<file path="src/design/afc_pkg.sv">
// afc_pkg: shared types, constants and the byte-wide CRC-16 update for adts_frame_crc16.
// No dependencies.
`default_nettype none

package afc_pkg;

  localparam logic [15:0] CrcPoly    = 16'h8005;
  localparam logic [15:0] CrcInit    = 16'hFFFF;
  localparam logic [7:0]  SyncByte   = 8'hFF;
  localparam logic [7:0]  HiNibMask  = 8'hF0;
  localparam logic [7:0]  ProtAbsBit = 8'h01;
  localparam int unsigned PosW       = 4;
  localparam logic [PosW-1:0] PosFirst  = 4'd0;
  localparam logic [PosW-1:0] PosSecond = 4'd1;
  localparam logic [PosW-1:0] PosGapLo  = 4'd7;
  localparam logic [PosW-1:0] PosGapHi  = 4'd8;
  localparam logic [PosW-1:0] PosSat    = 4'd9;

  typedef struct packed {
    logic [15:0] crc;
    logic        skipped;
  } afc_res_t;

  // MSB-first CRC-16 over one byte
  function automatic logic [15:0] crc16_byte(input logic [15:0] crc, input logic [7:0] b);
    logic [15:0] r;
    r = crc ^ {b, 8'h00};
    for (int k = 0; k < 8; k++) begin
      if (r[15]) begin
        r = {r[14:0], 1'b0} ^ CrcPoly;
      end else begin
        r = {r[14:0], 1'b0};
      end
    end
    return r;
  endfunction

endpackage

`default_nettype wire

</file>
<file path="src/design/adts_frame_crc16_top.sv">
// adts_frame_crc16_top: input register, CRC core and result register with valid/ready.
// Depends on afc_pkg and afc_core.
//
//   channel | direction | payload                         | handshake
//   in      | request   | data_byte_i, last_byte_i        | in_valid_i / in_ready_o
//   out     | result    | crc_value_o, field_skipped_o    | out_valid_o / out_ready_i
//
// One byte per cycle while no held result stalls a last byte; a result becomes valid
// once its last byte has passed the input register and then the result register.
// The byte-wide CRC update in afc_core sits between the two registers.
// A held result stalls only last bytes; other bytes keep flowing past it.
// Reset clears frame state; the first request may follow right after reset.
`default_nettype none

module adts_frame_crc16_top
  import afc_pkg::*;
(
  input  wire logic        clk_i,
  input  wire logic        rst_ni,
  input  wire logic        in_valid_i,
  output logic             in_ready_o,
  input  wire logic [7:0]  data_byte_i,
  input  wire logic        last_byte_i,
  output logic             out_valid_o,
  input  wire logic        out_ready_i,
  output logic [15:0]      crc_value_o,
  output logic             field_skipped_o
);

  logic       in_valid_q;
  logic [7:0] byte_q;
  logic       last_q;
  logic       step;
  logic       out_valid_q;
  afc_res_t   res, res_q;

  assign step       = in_valid_q && (!last_q || !out_valid_q || out_ready_i);
  assign in_ready_o = !in_valid_q || step;

  afc_core u_core (
    .clk_i       (clk_i),
    .rst_ni      (rst_ni),
    .step_i      (step),
    .data_byte_i (byte_q),
    .last_byte_i (last_q),
    .res_o       (res)
  );

  always_ff @(posedge clk_i or negedge rst_ni) begin
    if (!rst_ni) begin
      in_valid_q  <= 1'b0;
      out_valid_q <= 1'b0;
    end else begin
      if (in_ready_o) begin
        in_valid_q <= in_valid_i;
      end
      if (step && last_q) begin
        out_valid_q <= 1'b1;
      end else if (out_ready_i) begin
        out_valid_q <= 1'b0;
      end
    end
  end

  always_ff @(posedge clk_i) begin
    if (in_ready_o && in_valid_i) begin
      byte_q <= data_byte_i;
      last_q <= last_byte_i;
    end
    if (step && last_q) begin
      res_q <= res;
    end
  end

  assign out_valid_o     = out_valid_q;
  assign crc_value_o     = res_q.crc;
  assign field_skipped_o = res_q.skipped;

endmodule

`default_nettype wire

</file>
<file path="src/design/afc_core.sv">
// afc_core: frame state (byte position, header match) and the two running CRCs.
// Depends on afc_pkg. State advances on step_i; result is combinational from the current byte.
`default_nettype none

module afc_core
  import afc_pkg::*;
(
  input  wire logic     clk_i,
  input  wire logic     rst_ni,
  input  wire logic     step_i,
  input  wire logic [7:0] data_byte_i,
  input  wire logic     last_byte_i,
  output afc_res_t      res_o
);

  logic [PosW-1:0] pos_q, pos_d;
  logic [15:0]     crc_all_q, crc_all_d;
  logic [15:0]     crc_gap_q, crc_gap_d;
  logic            first_ff_q, first_ff_d;
  logic            field_q, field_d;
  logic            skipped;

  always_comb begin
    first_ff_d = first_ff_q;
    field_d    = field_q;
    if (pos_q == PosFirst) begin
      first_ff_d = (data_byte_i == SyncByte);
    end else if (pos_q == PosSecond) begin
      field_d = first_ff_q && ((data_byte_i & HiNibMask) == HiNibMask)
                && ((data_byte_i & ProtAbsBit) == 8'h00);
    end
    crc_all_d = crc16_byte(crc_all_q, data_byte_i);
    if (pos_q == PosGapLo || pos_q == PosGapHi) begin
      crc_gap_d = crc_gap_q;
    end else begin
      crc_gap_d = crc16_byte(crc_gap_q, data_byte_i);
    end
    pos_d   = (pos_q < PosSat) ? pos_q + 4'd1 : pos_q;
    skipped = field_d && (pos_q >= PosGapHi);
    res_o.crc     = skipped ? crc_gap_d : crc_all_d;
    res_o.skipped = skipped;
  end

  always_ff @(posedge clk_i or negedge rst_ni) begin
    if (!rst_ni) begin
      pos_q      <= PosFirst;
      crc_all_q  <= CrcInit;
      crc_gap_q  <= CrcInit;
      first_ff_q <= 1'b0;
      field_q    <= 1'b0;
    end else if (step_i) begin
      if (last_byte_i) begin
        pos_q      <= PosFirst;
        crc_all_q  <= CrcInit;
        crc_gap_q  <= CrcInit;
        first_ff_q <= 1'b0;
        field_q    <= 1'b0;
      end else begin
        pos_q      <= pos_d;
        crc_all_q  <= crc_all_d;
        crc_gap_q  <= crc_gap_d;
        first_ff_q <= first_ff_d;
        field_q    <= field_d;
      end
    end
  end

endmodule

`default_nettype wire

</file>
<file path="config.mk">
export PLATFORM = sky130hd
export DESIGN_NAME = adts_frame_crc16_top
export DESIGN_NICKNAME = d
export VERILOG_FILES = /design/src/design/afc_pkg.sv /design/src/design/adts_frame_crc16_top.sv /design/src/design/afc_core.sv
export SDC_FILE = /design/constraint.sdc
export NUM_CORES = 1
export LEC_CHECK = 0
export BUFFER_PORTS_ARGS = -buffer_cell sky130_fd_sc_hd__buf_2
export CORE_MARGIN = 2
export CORE_UTILIZATION = 59
export DETAILED_ROUTE_END_ITERATION = 8
export GPL_TIMING_DRIVEN = 0
export PLACE_DENSITY_LB_ADDON = 0.2
export SETUP_SLACK_MARGIN = 0.05
export SLEW_MARGIN = 0
export SYNTH_ARGS = -nofsm -noshare
export SYNTH_HDL_FRONTEND = slang
export SYNTH_SLANG_ARGS = --single-unit
</file>
<file path="constraint.sdc">
create_clock -name clk_i -period 2.5 [get_ports clk_i]
set_input_delay 0.375 -clock clk_i [delete_from_list [all_inputs] [get_ports clk_i]]
set_output_delay 0.375 -clock clk_i [all_outputs]
set_load 0.01 [all_outputs]
</file>
==> reports/qor.txt, run 1 <==
r2r worst-path depth - 6
unrepaired setup endpoints after global routing - no
syn avg cell area - 11.1 µm²
first-pass GRT wire length - 11.9 mm
final hold viol count - 0
PwrDens - 1260 nW/µm²
CP max stage cell - dfstp_2
die height - 78.6 µm
largest net degree at the start of global routing - 41
Final setup violation count - 0
fin cells - 416
Setup TNS - 0 ns
Max Root-Sink Buffers - 2
R2R setup slack - 0.19 ns
Worst-path clk slew - 0.07 ns
Worst path top cell family by delay - XOR/XNOR gates
clk root buf - clkbuf_8
Rows - 27
CP Max Fanout - 3
Worst EP required - 2.59 ns
placed cells - 399
initial antenna violation count - 0
top_reg_cell synth - dfstp_2
Core Footprint - 5440 µm²
layout cells sized above 1 - 27.9%
H-Tree Level Count - 3
clk_lat worst skew - 0.35 ns
Final Cell Area - 3850 µm²
worst slew pin tran - 0.911 ns
Distinct cells, synth - 40
utilization after layout - 70.7%
placed inst area - 3550 µm²
slowest cell delay on critical path - 0.56 ns
Slew Viols, Final - 0
register area share after synthesis - 55.5%
area of the die - 6180 µm²
DP Worst Slack - 0.0466 ns
Area Growth Syn to Fin - 17.1%
Syn Std Cell Area - 3280 µm²
Seq cells post-synth - 66
crit path DAT - 2.40 ns
maximum clock rate - 0.432 GHz
average wire per standard cell - 17.7 µm
Post-synth EDFFs - 26
first-pass iteration count of the detailed router - 5
Max Cap Viol - 0
Worst setup EP type - register
RePlAce Congestion - 0.829
Num CTS Buffers - 9
Synthesis Warnings - 0
Sink Count - 66
post-layout minimum cycle time - 2.31 ns
GRT Resource Usage Total - 26.0%
Detail Route Antenna Nets - 0
Static Leakage - 1.53 nW
most used cell, CP - xnor2_2
Final Cycle Share - 92.5%
final hold slack - 0.156 ns
CP Launch Type - register
Setup CP Type - register to register
total power - 4.86 mW
Vias per Instance - 5.83
syn nets - 311
Die W - 78.6 µm
slew margin rel. - 39.2%
FF-to-FF Start - u_core.crc_all_q[14]
initial DRC count - 206
reg-to-reg endpoint - crc_value_o[15]
hpwl dp - 5.04 mm
antenna cells - 0
final worst-path setup slack - 0.187 ns
worst hold-check path type - input port to asynchronous set/reset pin
PortBufs - 31
asr flop ratio synth - 60.6%
commonest cells after routing, fill and taps aside - 37 x nand2_1, 32 x nor2_1, 32 x dfstp_2, 31 x buf_2, 29 x xnor2_1
GRT overflow - 0
CP Buf/Inv Count - 0
Initial Utilization - 60.4%
CTS tree - yes
# hold bufs at CTS - 0
Gate Count Post-Synth - 295
CP Cell Sequence - xor2_1 -> xnor2_2 -> xor3_2 -> xnor2_4 -> xnor2_2 -> a21oi_1
# DRC - 0
nets - 355
Worst VDD drop - 630 µV
via count - 2424
vias in the first global route - 2366
status - finished, final reports clean
most common cell after layout, fill and taps aside - nand2_1
clock skew - 0.0103 ns
wirelength, routed - 7.37 mm
IO Pins - 32
report_power, final:
part | internal [mW] | switching [mW] | total, mW | leakage [nW]
logic | 0.942 | 1.07 | 2.01 | 0.729
registers | 1.58 | 0.215 | 1.79 | 0.687
clock network | 0.642 | 0.416 | 1.06 | 0.119
timing repair:
| action | in CTS | in global routing |
|---|---|---|
| hold endpoints to repair | 0 | 0 |
| setup buffers | 0 | 1 |
| pin swaps | 0 | 0 |
| gates resized for setup | 1 | 9 |
| setup endpoints to repair | 1 | 7 |
worst reg2reg max path, stage by stage (launching register included):
cell and delay (ns):
dfstp_2 0.56, xor2_1 0.27, xnor2_2 0.18, xor3_2 0.55
xnor2_4 0.23, xnor2_2 0.16, a21oi_1 0.10
kinds of logic after synthesis:
kind of cell / count (synthesis) / share of synthesized area (%)
buf+inv: 19 / 2.17
simple gates: 86 / 11.4
compound gates: 71 / 14.5
flops: 66 / 55.5
xor+xnor: 50 / 15.4
fa+ha+maj: 3 / 1.14
flip-flops by register name, indices dropped and copies added (netlist names):
register and cells:
crc_value_o 16, u_core.crc_all_q 16, u_core.crc_gap_q 16, byte_q 8, u_core.pos_q 4, field_skipped_o 1, in_valid_q 1, last_q 1
out_valid_o 1, u_core.field_q 1, u_core.first_ff_q 1
cells in the mapped netlist, drive strengths merged, types with 8 or more instances:
cell type | count | area, µm²
o22a | 17 | 150
nor2 | 33 | 124
dfstp | 32 | 841
nand2 | 37 | 139
a21oi | 21 | 105
dfrtp | 8 | 200
a31oi | 11 | 68.8
clkbuf | 12 | 45.0
o21ai | 10 | 50.0
edfxtp | 26 | 781
xnor2 | 37 | 354
xor2 | 11 | 104
layer usage:
metal	part of all wire (%)	wire, µm	vias to the layer above	global-route usage, %
li1	-	-	1128	-
met1	44	3230	1189	34.6
met2	49	3590	92	40.3
met3	5.5	405	15	5.40
met4	2.0	150	0	13.5
met5	0	0	-	0
worst max-delay path by stage:
stage	end	startpoint	slack, ns	cells past startpoint
floorplan	crc_value_o[15]	byte_q[5]	0.43	6
global placement	crc_value_o[13]	last_q	-0.17	4
detailed placement	crc_value_o[15]	byte_q[7]	0.05	6
CTS	crc_value_o[15]	byte_q[7]	0.07	6
global route	crc_value_o[11]	u_core.pos_q[0]	0.07	7
finish	crc_value_o[15]	u_core.crc_all_q[14]	0.19	6
final cells by class:
type | instances | area, µm²
Sequential cell | 66 | 1820
Clock inverter | 4 | 72.6
Clock buffer | 12 | 165
Timing Repair Buffer | 33 | 178
Inverter | 5 | 18.8
Multi-Input combinational cell | 210 | 1450
Buffer | 14 | 55.1
Fill cell | 409 | 1590
Tap cell | 72 | 90.1
Note: power is estimated with default switching activity, not from simulation.
==> inputs of run 2 (changes only) <==
Settings changed: CORE_ASPECT_RATIO from default to 1.75.
==> reports/qor.txt, run 2 (same netlist as run 1, synthesis figures left out) <==
CTS tree - yes (unchanged)
final hold slack - 0.156 ns (about the same)
Vias per Instance - 5.67 (was 5.83)
FF-to-FF Start - byte_q[6] (was u_core.crc_all_q[14])
Multi-input gate area - 1430 µm² (was 1450 µm²)
PortBufs - 31 (unchanged)
layout cells sized above 1 - 27.1% (was 27.9%)
CP Buf/Inv Count - 0 (unchanged)
post-layout minimum cycle time - 2.34 ns (was 2.31 ns)
antenna cells - 0 (unchanged)
worst slew pin tran - 0.924 ns (was 0.911 ns)
Worst-path clk slew - 0.07 ns (about the same)
Worst setup EP type - register (unchanged)
H-Tree Level Count - 3 (unchanged)
via count - 2374 (was 2424)
GRT Resource Usage Total - 25.7% (was 26.0%)
clock skew - 0.00950 ns (was 0.0103 ns)
average wire per standard cell - 16.6 µm (was 17.7 µm)
unrepaired setup endpoints after global routing - no (unchanged)
Initial Utilization - 60.3% (was 60.4%)
Max Root-Sink Buffers - 2 (unchanged)
CP Cell Sequence - xnor2_4 -> xnor2_2 -> xor3_2 -> xnor2_2 -> xnor2_1 -> a21oi_1 (was xor2_1 -> xnor2_2 -> xor3_2 -> xnor2_4 -> xnor2_2 -> a21oi_1)
CP Launch Type - register (unchanged)
Die W - 60.4 µm (was 78.6 µm)
Final setup violation count - 0 (unchanged)
Setup TNS - 0 ns (unchanged)
die height - 103 µm (was 78.6 µm)
wirelength, routed - 6.98 mm (was 7.37 mm)
final hold viol count - 0 (unchanged)
maximum clock rate - 0.427 GHz (was 0.432 GHz)
CP max stage cell - xor3_2 (was dfstp_2)
# DRC - 0 (unchanged)
RePlAce Congestion - 0.836 (was 0.829)
most common cell after layout, fill and taps aside - nand2_1 (unchanged)
Sink Count - 66 (unchanged)
CP Launch Point - byte_q[6] (was u_core.crc_all_q[14])
clk_lat worst skew - 0.35 ns (about the same)
Max Cap Viol - 0 (unchanged)
slew margin rel. - 38.4% (was 39.2%)
hpwl dp - 5.17 mm (was 5.04 mm)
Setup CP Type - register to register (unchanged)
Worst path top cell family by delay - XOR/XNOR gates (unchanged)
Static Leakage - 1.51 nW (was 1.53 nW)
PwrDens - 1220 nW/µm² (was 1260 nW/µm²)
Detail Route Antenna Nets - 0 (unchanged)
vias in the first global route - 2350 (was 2366)
most used cell, CP - xnor2_2 (unchanged)
fillers - 426 (was 409)
status - finished, final reports clean (unchanged)
largest net degree at the start of global routing - 41 (unchanged)
slowest cell delay on critical path - 0.52 ns (was 0.56 ns)
Num CTS Buffers - 9 (unchanged)
clk root buf - clkbuf_8 (unchanged)
Worst EP required - 2.59 ns (about the same)
nets - 354 (was 355)
# hold bufs at CTS - 0 (unchanged)
Core Footprint - 5450 µm² (was 5440 µm²)
fin cells - 419 (was 416)
area of the die - 6200 µm² (was 6180 µm²)
initial DRC count - 88 (was 206)
Slew Viols, Final - 0 (unchanged)
initial antenna violation count - 0 (unchanged)
first-pass GRT wire length - 11.4 mm (was 11.9 mm)
area occupied by registers - 1820 µm² (unchanged)
Rows - 36 (was 27)
placed cells - 402 (was 399)
crit path DAT - 2.43 ns (was 2.40 ns)
CP Max Fanout - 3 (unchanged)
Area Growth Syn to Fin - 15.9% (was 17.1%)
Final Cycle Share - 93.6% (was 92.5%)
worst hold-check path type - input port to asynchronous set/reset pin (unchanged)
Worst VDD drop - 714 µV (was 630 µV)
first-pass iteration count of the detailed router - 4 (was 5)
IO Pins - 32 (unchanged)
GRT overflow - 0 (unchanged)
commonest cells after routing, fill and taps aside - 37 x nand2_1, 32 x nor2_1, 32 x dfstp_2, 31 x buf_2, 30 x xnor2_1 (was 37 x nand2_1, 32 x nor2_1, 32 x dfstp_2, 31 x buf_2, 29 x xnor2_1)
==> run 2: through the flow <==
stage / util (%) / total power [mW] / setup WS (ns) / instance area (µm²)
after CTS: 69.2 / 4.64 / 0.0691 / 3770
after global placement: 64.9 / 3.58 / -0.114 / 3530
after detailed placement: 64.9 / 3.61 / 0.0348 / 3540
final: 69.8 / 4.64 / 0.159 / 3810
after global routing: 69.8 / 4.91 / 0.0594 / 3810
after floorplan: - / 3.16 / 0.431 / 3280
==> run 2: area by class of cell <==
cell class              instances  share of cell area (%)
flip-flops and latches         66                    47.9
multi-input cells             210                    37.5
repair buffers                 32                    4.27
clock buffers                   9                    3.25
clock inverters                 7                    2.70
well taps                      76                    2.50
plain buffers                  14                    1.41
inverters                       5                   0.493
==> run 2: worst reg2reg max path, cell delays in order (launching register included) <==
cell	delay (ns)
edfxtp_1	0.50
xnor2_4	0.22
xnor2_2	0.24
xor3_2	0.52
xnor2_2	0.20
xnor2_1	0.30
a21oi_1	0.11
==> run 2: repair_timing <==
action,4_1_cts,5_1_grt
resized for setup,1,5
setup buffers,0,1
setup endpoints to repair,1,6
==> run 2: worst paths after layout <==
path | slack [ns] | depth (start not counted) | end
worst min-delay path | 0.16 | 1 | u_core.pos_q[2]
worst max-delay path | 0.16 | 6 | crc_value_o[15]
worst max register to register | 0.16 | 6 | crc_value_o[15]
min in group clk_i | 0.20 | 1 | byte_q[7]
worst min register to register | 0.46 | 2 | u_core.crc_all_q[10]
max in group asynchronous | 1.77 | 1 | u_core.first_ff_q
==> run 2: power breakdown <==
part | internal [mW] | switching, mW
Combinational | 0.853 | 0.997
Clock | 0.569 | 0.435
Sequential | 1.58 | 0.213
Total | 3.00 | 1.65
==> run 2: per-layer routing <==
layer	track usage [%]	vias to the layer above	wire [µm]
li1	-	1123	-
met2	42.1	66	3680
met5	0	-	0
met3	6.27	21	291
met1	30.0	1164	2730
met4	14.7	0	273
